### src/dbc_pkg.sv
package dbc_pkg;

    localparam int STEP_W = 4;
    typedef logic [STEP_W-1:0] step_t;

    localparam step_t STEP_IDLE  = 4'd0;
    localparam step_t STEP_SCALE = 4'd6;
    localparam step_t STEP_LAST  = 4'd8;

    localparam int CFG_ADDR_W = 2;
    localparam int CFG_DATA_W = 16;

    localparam logic [CFG_ADDR_W-1:0] REG_BIT_DEPTH   = 2'd0;
    localparam logic [CFG_ADDR_W-1:0] REG_HOLD_PERIOD = 2'd1;
    localparam logic [CFG_ADDR_W-1:0] REG_JITTER      = 2'd2;

    localparam logic [4:0]  BIT_DEPTH_RST = 5'd8;
    localparam logic [15:0] HOLD_RST      = 16'd256;
    localparam logic [15:0] JITTER_RST    = 16'd0;
    localparam logic [15:0] HOLD_MIN      = 16'd256;

    localparam logic [31:0] LCG_MUL    = 32'd1664525;
    localparam logic [31:0] LCG_ADD    = 32'd1013904223;
    localparam logic [31:0] LCG_A_SEED = 32'd12764;
    localparam logic [31:0] LCG_B_SEED = 32'd209375;

    localparam int SILENCE_LIMIT_DEF = 512;

    typedef enum logic [3:0] {
        OP_NONE,
        OP_ACCEPT,
        OP_LCG_A,
        OP_JITTER,
        OP_CAPTURE,
        OP_LCG_B,
        OP_SCALE,
        OP_ROUND,
        OP_OUTPUT
    } op_t;

    typedef enum logic [2:0] {
        COND_NEXT,
        COND_IN,
        COND_SILENT,
        COND_OUT,
        COND_JUMP
    } cond_t;

    typedef struct packed {
        op_t   op;
        cond_t cond;
        step_t target;
    } ucode_t;

    typedef struct packed {
        logic silent;
        logic out_free;
    } status_t;

    function automatic ucode_t ucode_rom(step_t s);
        ucode_t w;
        unique case (s)
            4'd0:    w = '{OP_ACCEPT,  COND_IN,     STEP_IDLE};
            4'd1:    w = '{OP_LCG_A,   COND_NEXT,   STEP_IDLE};
            4'd2:    w = '{OP_JITTER,  COND_NEXT,   STEP_IDLE};
            4'd3:    w = '{OP_CAPTURE, COND_SILENT, STEP_SCALE};
            4'd4:    w = '{OP_LCG_A,   COND_NEXT,   STEP_IDLE};
            4'd5:    w = '{OP_LCG_B,   COND_NEXT,   STEP_IDLE};
            4'd6:    w = '{OP_SCALE,   COND_NEXT,   STEP_IDLE};
            4'd7:    w = '{OP_ROUND,   COND_NEXT,   STEP_IDLE};
            4'd8:    w = '{OP_OUTPUT,  COND_OUT,    STEP_IDLE};
            default: w = '{OP_NONE,    COND_JUMP,   STEP_IDLE};
        endcase
        return w;
    endfunction

    // Rounded reciprocal of 2^bd - 1, scaled by 2^32.
    function automatic logic [32:0] recip_rom(logic [4:0] bd);
        logic [32:0] r;
        unique case (bd)
            5'd1:    r = 33'h1_0000_0000;
            5'd2:    r = 33'h0_5555_5555;
            5'd3:    r = 33'h0_2492_4925;
            5'd4:    r = 33'h0_1111_1111;
            5'd5:    r = 33'h0_0842_1084;
            5'd6:    r = 33'h0_0410_4104;
            5'd7:    r = 33'h0_0204_0810;
            5'd8:    r = 33'h0_0101_0101;
            5'd9:    r = 33'h0_0080_4020;
            5'd10:   r = 33'h0_0040_1004;
            5'd11:   r = 33'h0_0020_0401;
            5'd12:   r = 33'h0_0010_0100;
            5'd13:   r = 33'h0_0008_0040;
            5'd14:   r = 33'h0_0004_0010;
            5'd15:   r = 33'h0_0002_0004;
            default: r = 33'h0_0001_0001;
        endcase
        return r;
    endfunction

endpackage

### src/dbc_sequencer.sv
module dbc_sequencer
    import dbc_pkg::*;
(
    input  logic    clk,
    input  logic    rst_n,
    input  logic    in_valid,
    input  status_t status,
    output ucode_t  word
);

    step_t step_reg;
    step_t step_next;

    assign word = ucode_rom(step_reg);

    always_comb
    begin
        unique case (word.cond)
            COND_NEXT:   step_next = step_reg + 4'd1;
            COND_IN:     step_next = in_valid ? step_reg + 4'd1 : step_reg;
            COND_SILENT: step_next = status.silent ? word.target : step_reg + 4'd1;
            COND_OUT:    step_next = status.out_free ? word.target : step_reg;
            COND_JUMP:   step_next = word.target;
            default:     step_next = STEP_IDLE;
        endcase
    end

    always_ff @(posedge clk or negedge rst_n)
    begin
        if (!rst_n)
        begin
            step_reg <= STEP_IDLE;
        end
        else
        begin
            step_reg <= step_next;
        end
    end

    a_step_range: assert property (@(posedge clk) disable iff (!rst_n)
        step_reg <= STEP_LAST)
        else $error("Step counter left the program.");

    a_accept_advances: assert property (@(posedge clk) disable iff (!rst_n)
        (in_valid && word.op == OP_ACCEPT) |=> (step_reg == STEP_IDLE + 4'd1))
        else $error("Accepted transfer did not start the program.");

    a_output_wait: assert property (@(posedge clk) disable iff (!rst_n)
        (word.op == OP_OUTPUT && !status.out_free) |=> (step_reg == STEP_LAST))
        else $error("Program left the output step while the slot was full.");

endmodule

### config.mk
export PLATFORM = sky130hd
export DESIGN_NAME = dbc_sequencer
export DESIGN_NICKNAME = d
export VERILOG_FILES = /design/src/dbc_pkg.sv /design/src/dbc_sequencer.sv
export SDC_FILE = /design/constraint.sdc
export NUM_CORES = 1
export LEC_CHECK = 0
export BUFFER_PORTS_ARGS = -buffer_cell sky130_fd_sc_hd__buf_4
export CAP_MARGIN = 20
export CORE_AREA = 2 2 39 41
export CTS_BUF_LIST = sky130_fd_sc_hd__clkbuf_16
export DETAILED_ROUTE_END_ITERATION = 6
export DIE_AREA = 0 0 41 43
export MAX_ROUTING_LAYER = met4
export PLACE_DENSITY_LB_ADDON = 0.1
export SLEW_MARGIN = 5
export SYNTH_ARGS = -nofsm -noshare
export SYNTH_HDL_FRONTEND = slang
export SYNTH_SLANG_ARGS = --single-unit
export TNS_END_PERCENT = 5
### constraint.sdc
create_clock -name clk -period 4.9 [get_ports clk]
set_input_delay 0.245 -clock clk [delete_from_list [all_inputs] [get_ports clk]]
set_output_delay 0.245 -clock clk [all_outputs]
set_load 0.005 [all_outputs]
==> impl_metrics.toml, run 1 <==
[setup_path]
crit_type = "reg2out"
arrival_ps = 1760
cp_max_fo = 7
path_cells = "inv_1, ha_1, nor2b_1, and2_1, or2_1, buf_4"
timing.critical_path.buf_inv = 2
cp.required_ps = 4660
cp-end-kind = "output port"
path_delay_family = "simple AND/OR/NAND/NOR gates"
cp_slowest_stage_delay_ps = 410
cpMaxStageDelayCell = "dfrtp_1"
critPathLaunchType = "register"

[synth]
syn-cell-area_um2 = 394
ys_seq_area_share_pct = 25.4
synth_seq_cells = 4
syn_inst = 44
syn_avg_cell_area_um2 = 8.96
ys_types = 23
ys_warn_count = 0

[placed_design]
gp_congestion = 0.735
dp_cells = 69
place_ws_ps = 3120
dpl_cell_area_um2 = 483
hpwl_um = 600
portBuffers = 13

[die]
ios = 16
rows = 14
start_util_pct = 28.5
dieArea_um2 = 1760
fp.dieW_um = 41
fp.dieH_um = 43
core_area_um2 = 1380

[clock_tree]
clk-insertion-delay-late_ps = 220
cts.sinks = 4
htree_levels = 1
cts_tree = "yes"
path_clk_slew_ps = 30
cts.repair.resized = 0
cts.path.max_buffers = 2
cts_buffers = 3
cts-root-buf = "clkbuf_16"

[detailed_routing]
avgViaCountPerCell = 4.42
dr.first_iter.drc_count = 2
first_pass_iters = 2
remaining_drc_errors = 0
vias = 323
finalWirelength_um = 753
ant_nets = 0
routedWlPerCell_um = 10.3

[sta]
whs_ps = 358
fin_crit_sh_pct = 40.9
setup_viol = 0
skew_ps = 0.769
hold_viol = 0
min_period_ps = 2000
fmax_mhz = 499
rsz0062_at_grt = "no"
setup_tns_ps = 0
setup_slack_ps = 2900
drv_slew = 0

[cells_and_area]
final_layout_size_suffix_gt1_share_pct = 36.8
final_common_cell = "buf_4"
areaGrowthSynthToFinish_pct = 44.1
final_cells = 73
final_cell_mix = "buf_4, nor2b_1, ha_1"
regArea_um2 = 100
final_cell_area_um2 = 568
final.fill_count = 143
largest_reg_flops = 4
utilization_pct = 41.0
nets = 69
diodes = 0
multi_input_area_um2 = 254

[pwr]
p_leak_nw = 0.280
p_per_area_nw_per_um2 = 759
vdd_drop_max_uv = 357
fin_total_pwr_mw = 0.431

[run_status]
status = "finished clean"

[min_path]
hp-class = "in2async"

[grt]
antenna_found_initial = 0
grt_max_degree = 14
overflow = 0
grt_pass1_vias = 297
grt_pass1_wl_mm = 1.21
grt_util_all_layers_pct = 11.0

[run]
max-cap-violations = 0
-- worst register-to-register path, stage by stage, from the launching register on --
cell and delay (ps):
dfrtp_1 410, ha_1 240, ha_1 210, o21ba_2 220
o21a_1 220, o31a_1 300
-- path summary, 6_finish.rpt --
| kind | from | end | slack [ps] | depth (start not counted) |
|---|---|---|---|---|
| min | rst_n | step_reg[0]$_DFFE_PN0P_ | 360 | 2 |
| max reg2reg | step_reg[0]$_DFFE_PN0P_ | step_reg[1]$_DFFE_PN0P_ | 3190 | 5 |
| min reg2reg | step_reg[0]$_DFFE_PN0P_ | step_reg[0]$_DFFE_PN0P_ | 610 | 2 |
| max in group asynchronous | rst_n | step_reg[3]$_DFFE_PN0P_ | 4440 | 2 |
| max | step_reg[0]$_DFFE_PN0P_ | word[5] | 2900 | 6 |
| min in group clk | in_valid | step_reg[0]$_DFFE_PN0P_ | 440 | 4 |
-- synthesized netlist by cell type (all sizes together) --
master | count | area share [%]
and2 | 1 | 1.6
o21a | 2 | 3.8
or2 | 2 | 3.2
inv | 3 | 2.9
or4 | 1 | 2.9
a211oi | 2 | 3.8
ha | 5 | 16
buf | 5 | 8.3
o21ba | 2 | 5.1
nor2 | 3 | 2.9
conb | 1 | 0.95
dfrtp | 4 | 25
o31ai | 1 | 1.9
a21oi | 1 | 1.3
nor3 | 2 | 2.5
o2bb2ai | 1 | 3.8
o211ai | 2 | 3.8
nor2b | 5 | 7.9
o31a | 1 | 2.2
-- power breakdown --
part | switching, mW | total (mW) | internal [mW] | leakage (nW)
logic | 0.0993 | 0.228 | 0.128 | 0.194
clock network | 0.0201 | 0.124 | 0.104 | 0.0370
registers | 0.0288 | 0.0796 | 0.0508 | 0.0492
-- routing by layer --
metal	GRT usage, %	vias to the layer above	part of all wire, %
met5	-	-	0
li1	-	174	-
met2	14.4	7	49
met4	8.00	0	0
met3	4.71	0	4.0
met1	12.7	142	47
-- final cells by class --
class                   count  area share, %
multi-input cells          33           44.7
flip-flops and latches      4           17.6
inverters                   3           1.98
repair buffers             14           18.9
well taps                  16           3.52
clock buffers               3           13.2
-- timing repair --
item	in CTS	in global routing
hold buffers	1	0
buffers inserted	0	0
endpoints found under the hold margin	4	0
-- cells by family after synthesis --
| family | count (synthesis) | share of synthesized area, % |
|---|---|---|
| simple gates | 14 | 21.0 |
| other cells | 1 | 0.951 |
| compound gates | 12 | 25.7 |
| buf+inv | 8 | 11.1 |
| flops | 4 | 25.4 |
| fa+ha+maj | 5 | 15.9 |
Power figures use the tool's default switching activity.
==> run 2, diff against run 1 <==
Settings changed: ABC_AREA set to 1, CORE_AREA 2 2 39 41 to not set, CORE_UTILIZATION set to 31, DIE_AREA 0 0 41 43 to not set.
Clock period 4.9 ns to 1.9 ns, I/O delays scaled along.
==> impl_metrics.toml, run 2 <==
[run_status]
status = "finished clean"

[grt]
grt_pass1_wl_mm = 1.55
grt_util_all_layers_pct = 15.8
antenna_found_initial = 0
grt_pass1_vias = 400
overflow = 0
grt_max_degree = 8

[cells_and_area]
utilization_pct = 51.2
final_cell_mix = "nand2_1, buf_4, nor2_1"
final_common_cell = "nand2_1"
final_layout_size_suffix_gt1_share_pct = 26.6
final_cells = 93
nets = 91
multi_input_area_um2 = 258
final_cell_area_um2 = 599
regArea_um2 = 100
areaGrowthSynthToFinish_pct = 43.4
final.fill_count = 120
diodes = 0
largest_reg_flops = 4

[sta]
setup_slack_ps = 328
whs_ps = 205
min_period_ps = 1570
setup_viol = 0
rsz0062_at_grt = "no"
drv_slew = 0
setup_tns_ps = 0
hold_viol = 0
skew_ps = 0.306
fmax_mhz = 636
fin_crit_sh_pct = 82.7

[detailed_routing]
dr.first_iter.drc_count = 2
routedWlPerCell_um = 9.80
finalWirelength_um = 911
avgViaCountPerCell = 4.52
first_pass_iters = 2
remaining_drc_errors = 0
ant_nets = 0
vias = 420

[pwr]
p_sw_share_pct = 38.9
internal_power_mw = 0.694
p_seq_share_pct = 17.1
vdd_drop_max_uv = 985
p_leak_nw = 0.340
p_comb_share_pct = 54.8
p_per_area_nw_per_um2 = 1900
fin_total_pwr_mw = 1.14
p_sw_mw = 0.442
clkPwrFrac_pct = 28.2

[synth]
synth_top_cell_area_share_pct = 24.0
syn_avg_cell_area_um2 = 6.53
ys_seq_area_share_pct = 24.0
yosys_most_used_dff = "dfrtp_1"
synth_edf_count = 0
yosys.cell_count.top_type = "nand2_1"
ys_types = 18
synthArstFlopShare_pct = 100
synth_seq_cells = 4
ys_warn_count = 0
synth_common_cells = "nand2_1, nor2_1, inv_1"
syn_inst = 64
synth_top_cell_by_area = "dfrtp_1"
synthTopCellsByArea = "dfrtp_1, ha_1, nand2_1, nor2_1, inv_1"
syn-cell-area_um2 = 418

[clock_tree]
htree_levels = 1
cts.repair.resized = 0
cts-root-buf = "clkbuf_16"
cts_tree = "yes"
cts_setup_buffers = 0
cts.sinks = 4
path_clk_slew_ps = 30
cts_buffers = 3
clk-insertion-delay-late_ps = 220
cts.path.max_buffers = 2

[min_path]
hp-class = "in2async"

[die]
ios = 16
core_area_um2 = 1170
rows = 12
fp.dieW_um = 38.7
fp.dieH_um = 38.7
dieArea_um2 = 1500
start_util_pct = 35.7

[placed_design]
hpwl_um = 697
gp_congestion = 0.793
dpl_cell_area_um2 = 514
place_ws_ps = 360
portBuffers = 13
dp_cells = 89

[setup_path]
arrival_ps = 1480
cp_max_fo = 6
critPathLaunchType = "register"
crit_type = "reg2out"
cp-end-kind = "output port"
cp.required_ps = 1800

[run]
max-cap-violations = 0
## run 2: path summary, 6_finish.rpt
path	start	to	slack, ps	cells after the start
max	step_reg[0]$_DFFE_PN0P_	word[5]	330	5
min	rst_n	step_reg[3]$_DFFE_PN0P_	200	2
max reg2reg	step_reg[0]$_DFFE_PN0P_	step_reg[3]$_DFFE_PN0P_	330	6
min reg2reg	step_reg[1]$_DFFE_PN0P_	step_reg[1]$_DFFE_PN0P_	570	2
max in group asynchronous	rst_n	step_reg[0]$_DFFE_PN0P_	1600	2
min in group clk	status[1]	step_reg[0]$_DFFE_PN0P_	240	6
## run 2: cell families (layout without fill, tap and decap cells)
logic type               Yosys count  in the layout  share of synthesized area [%]
adder cells (fa/ha/maj)            5              5                           15.0
buffers and inverters             14             28                           15.3
XOR/XNOR                           1              1                           2.10
AO/OA/AOI/OAI                      6              6                           9.58
flip-flops                         4              4                           24.0
AND/OR/NAND/NOR                   33             33                           33.2
other                              1              2                          0.897
## run 2: layer usage
layer  GRT usage [%]  up-vias  wire length (um)
met5               -        -                 0
met4            7.76        0                 0
met1            17.1      188               413
met2            25.8       11               456
li1                -      221                 -
met3            5.20        0                41
## run 2: worst max-delay path: stages (launching register included)
cell and delay (ps):
dfrtp_1 430, ha_1 240, ha_1 220, nor2_1 160, nor2_1 70, buf_4 130
## run 2: cell type report
cell class,count,area share (%)
repair buffers,14,18.0
inverters,11,6.89
clock buffers,3,12.5
flip-flops and latches,4,16.7
multi-input cells,47,43.0
well taps,14,2.92
## run 2: power by group through the flow
stage | combinational [mW] | sequential (mW) | clock [mW]
after floorplan | 0.409 | 0.178 | 0
after global placement | 0.631 | 0.196 | 0
after detailed placement | 0.621 | 0.195 | 0
after CTS | 0.632 | 0.195 | 0.323
after global routing | 0.713 | 0.204 | 0.327
final | 0.622 | 0.194 | 0.320
## run 2: repair_timing
item                                    4_1_cts  5_1_grt
hold endpoints to repair                      4        0
hold buffers                                  1        0
endpoints found under the setup margin        0        0
==> run 3, diff against run 2 <==
Settings changed: ABC_AREA 1 to 0, CORE_AREA set to 2 2 39 41, CORE_UTILIZATION 31 to not set, DIE_AREA set to 0 0 41 43.
Clock period 1.9 ns to 1.5 ns, I/O delays scaled along.
==> impl_metrics.toml, run 3 (synthesis gave the netlist of run 1 again) <==
[run_status]
status = "finished with violations"
violations = "setup timing"

[detailed_routing]
remaining_drc_errors = 0
routedWlPerCell_um = 11.9
vias = 413
dr.first_iter.drc_count = 4
finalWirelength_mm = 1.05
first_pass_iters = 2
avgViaCountPerCell = 4.69
ant_nets = 0

[placed_design]
gp_congestion = 0.791
dpl_cell_area_um2 = 607
portBuffers = 13
hpwl_um = 778

[sta]
hold_viol = 0
setup_slack_ps = -139
drv_slew = 0
min_period_ps = 1640
fin_crit_sh_pct = 109
fmax_mhz = 610
skew_ps = 0.843
rsz0062_at_grt = "yes"
setup_viol = 6

[pwr]
vdd_drop_max_uv = 1190
p_per_area_nw_per_um2 = 2480
p_leak_nw = 0.365

[clock_tree]
cts_buffers = 3
clk-insertion-delay-late_ps = 220
cts_tree = "yes"
path_clk_slew_ps = 30
htree_levels = 1
cts.path.max_buffers = 2
cts-root-buf = "clkbuf_16"
cts.sinks = 4

[setup_path]
cp_max_fo = 4
arrival_ps = 1560
critPathLaunchType = "register"
ff2ff_setup_slack_ps = -70
crit_type = "reg2out"
cp.required_ps = 1420
cp-end-kind = "output port"

[grt]
grt_pass1_wl_mm = 1.68
grt_pass1_vias = 393
overflow = 0
antenna_found_initial = 0
grt_max_degree = 10
grt_util_all_layers_pct = 14.5

[die]
core_area_um2 = 1380
rows = 14
dieArea_um2 = 1760
fp.dieW_um = 41
ios = 16
start_util_pct = 28.5
fp.dieH_um = 43

[cells_and_area]
final_common_cell = "buf_4"
largest_reg_flops = 4
utilization_pct = 56.5
areaGrowthSynthToFinish_pct = 98.4
nets = 84
diodes = 0
final_cell_area_um2 = 782
final_cell_mix = "buf_4, ha_4, buf_6"
final_layout_size_suffix_gt1_share_pct = 66.7

[min_path]
hp-class = "in2async"

[run]
max-cap-violations = 0
[run 3: metrics by stage]
step	cells	power (mW)	setup TNS [ps]	hold slack, ps	worst slack, ps
floorplan	45	0.812	0	-221	0.794
global placement	81	1.33	-128	-125	-61.6
detailed placement	81	1.31	-135	-125	-69.4
CTS	87	1.84	-626	180	-185
global route	88	2.11	-664	197	-194
finish	88	1.94	-382	182	-139
[run 3: critical path: stages (launching register included)]
cell	delay (ps)
dfrtp_2	440
ha_4	180
ha_4	160
nor2b_4	120
buf_6	120
or2_1	190
buf_4	130
[run 3: area by class of cell]
class	instances	area [um2]
fillers	132	602
multi-input cells	33	338
repair buffers	29	235
flip-flops and latches	4	103
clock buffers	3	75.1
well taps	16	20.0
inverters	3	11.3
[run 3: timing repair]
item | CTS | global route
hold endpoints to repair | 4 | 0
setup buffers | 2 | 1
hold buffers | 1 | 0
cloned | 0 | 0
endpoints found under the setup margin | 7 | 12
pin swaps | 2 | 3
gates resized for setup | 6 | 10
[run 3: path summary, 6_finish.rpt]
path,startpoint,end,cells past startpoint
min in group clk,status[1],step_reg[3]$_DFFE_PN0P_,3
max in group asynchronous,rst_n,step_reg[0]$_DFFE_PN0P_,2
min,rst_n,step_reg[1]$_DFFE_PN0P_,2
max reg2reg,step_reg[0]$_DFFE_PN0P_,step_reg[0]$_DFFE_PN0P_,6
max,step_reg[0]$_DFFE_PN0P_,word[5],6
min reg2reg,step_reg[0]$_DFFE_PN0P_,step_reg[0]$_DFFE_PN0P_,3
[run 3: metal layers]
layer	track usage [%]	part of all wire, %	vias to the layer above
li1	-	-	206
met1	16.0	39	196
met2	24.7	57	11
met3	1.57	4.2	0
met4	6.00	0	0
met5	-	0	-
[run 3: power breakdown]
part	leakage (nW)	total (mW)	internal (mW)	switching [mW]
combinational	0.281	1.25	0.772	0.479
sequential	0.0471	0.281	0.171	0.109
clock	0.0370	0.410	0.340	0.0696
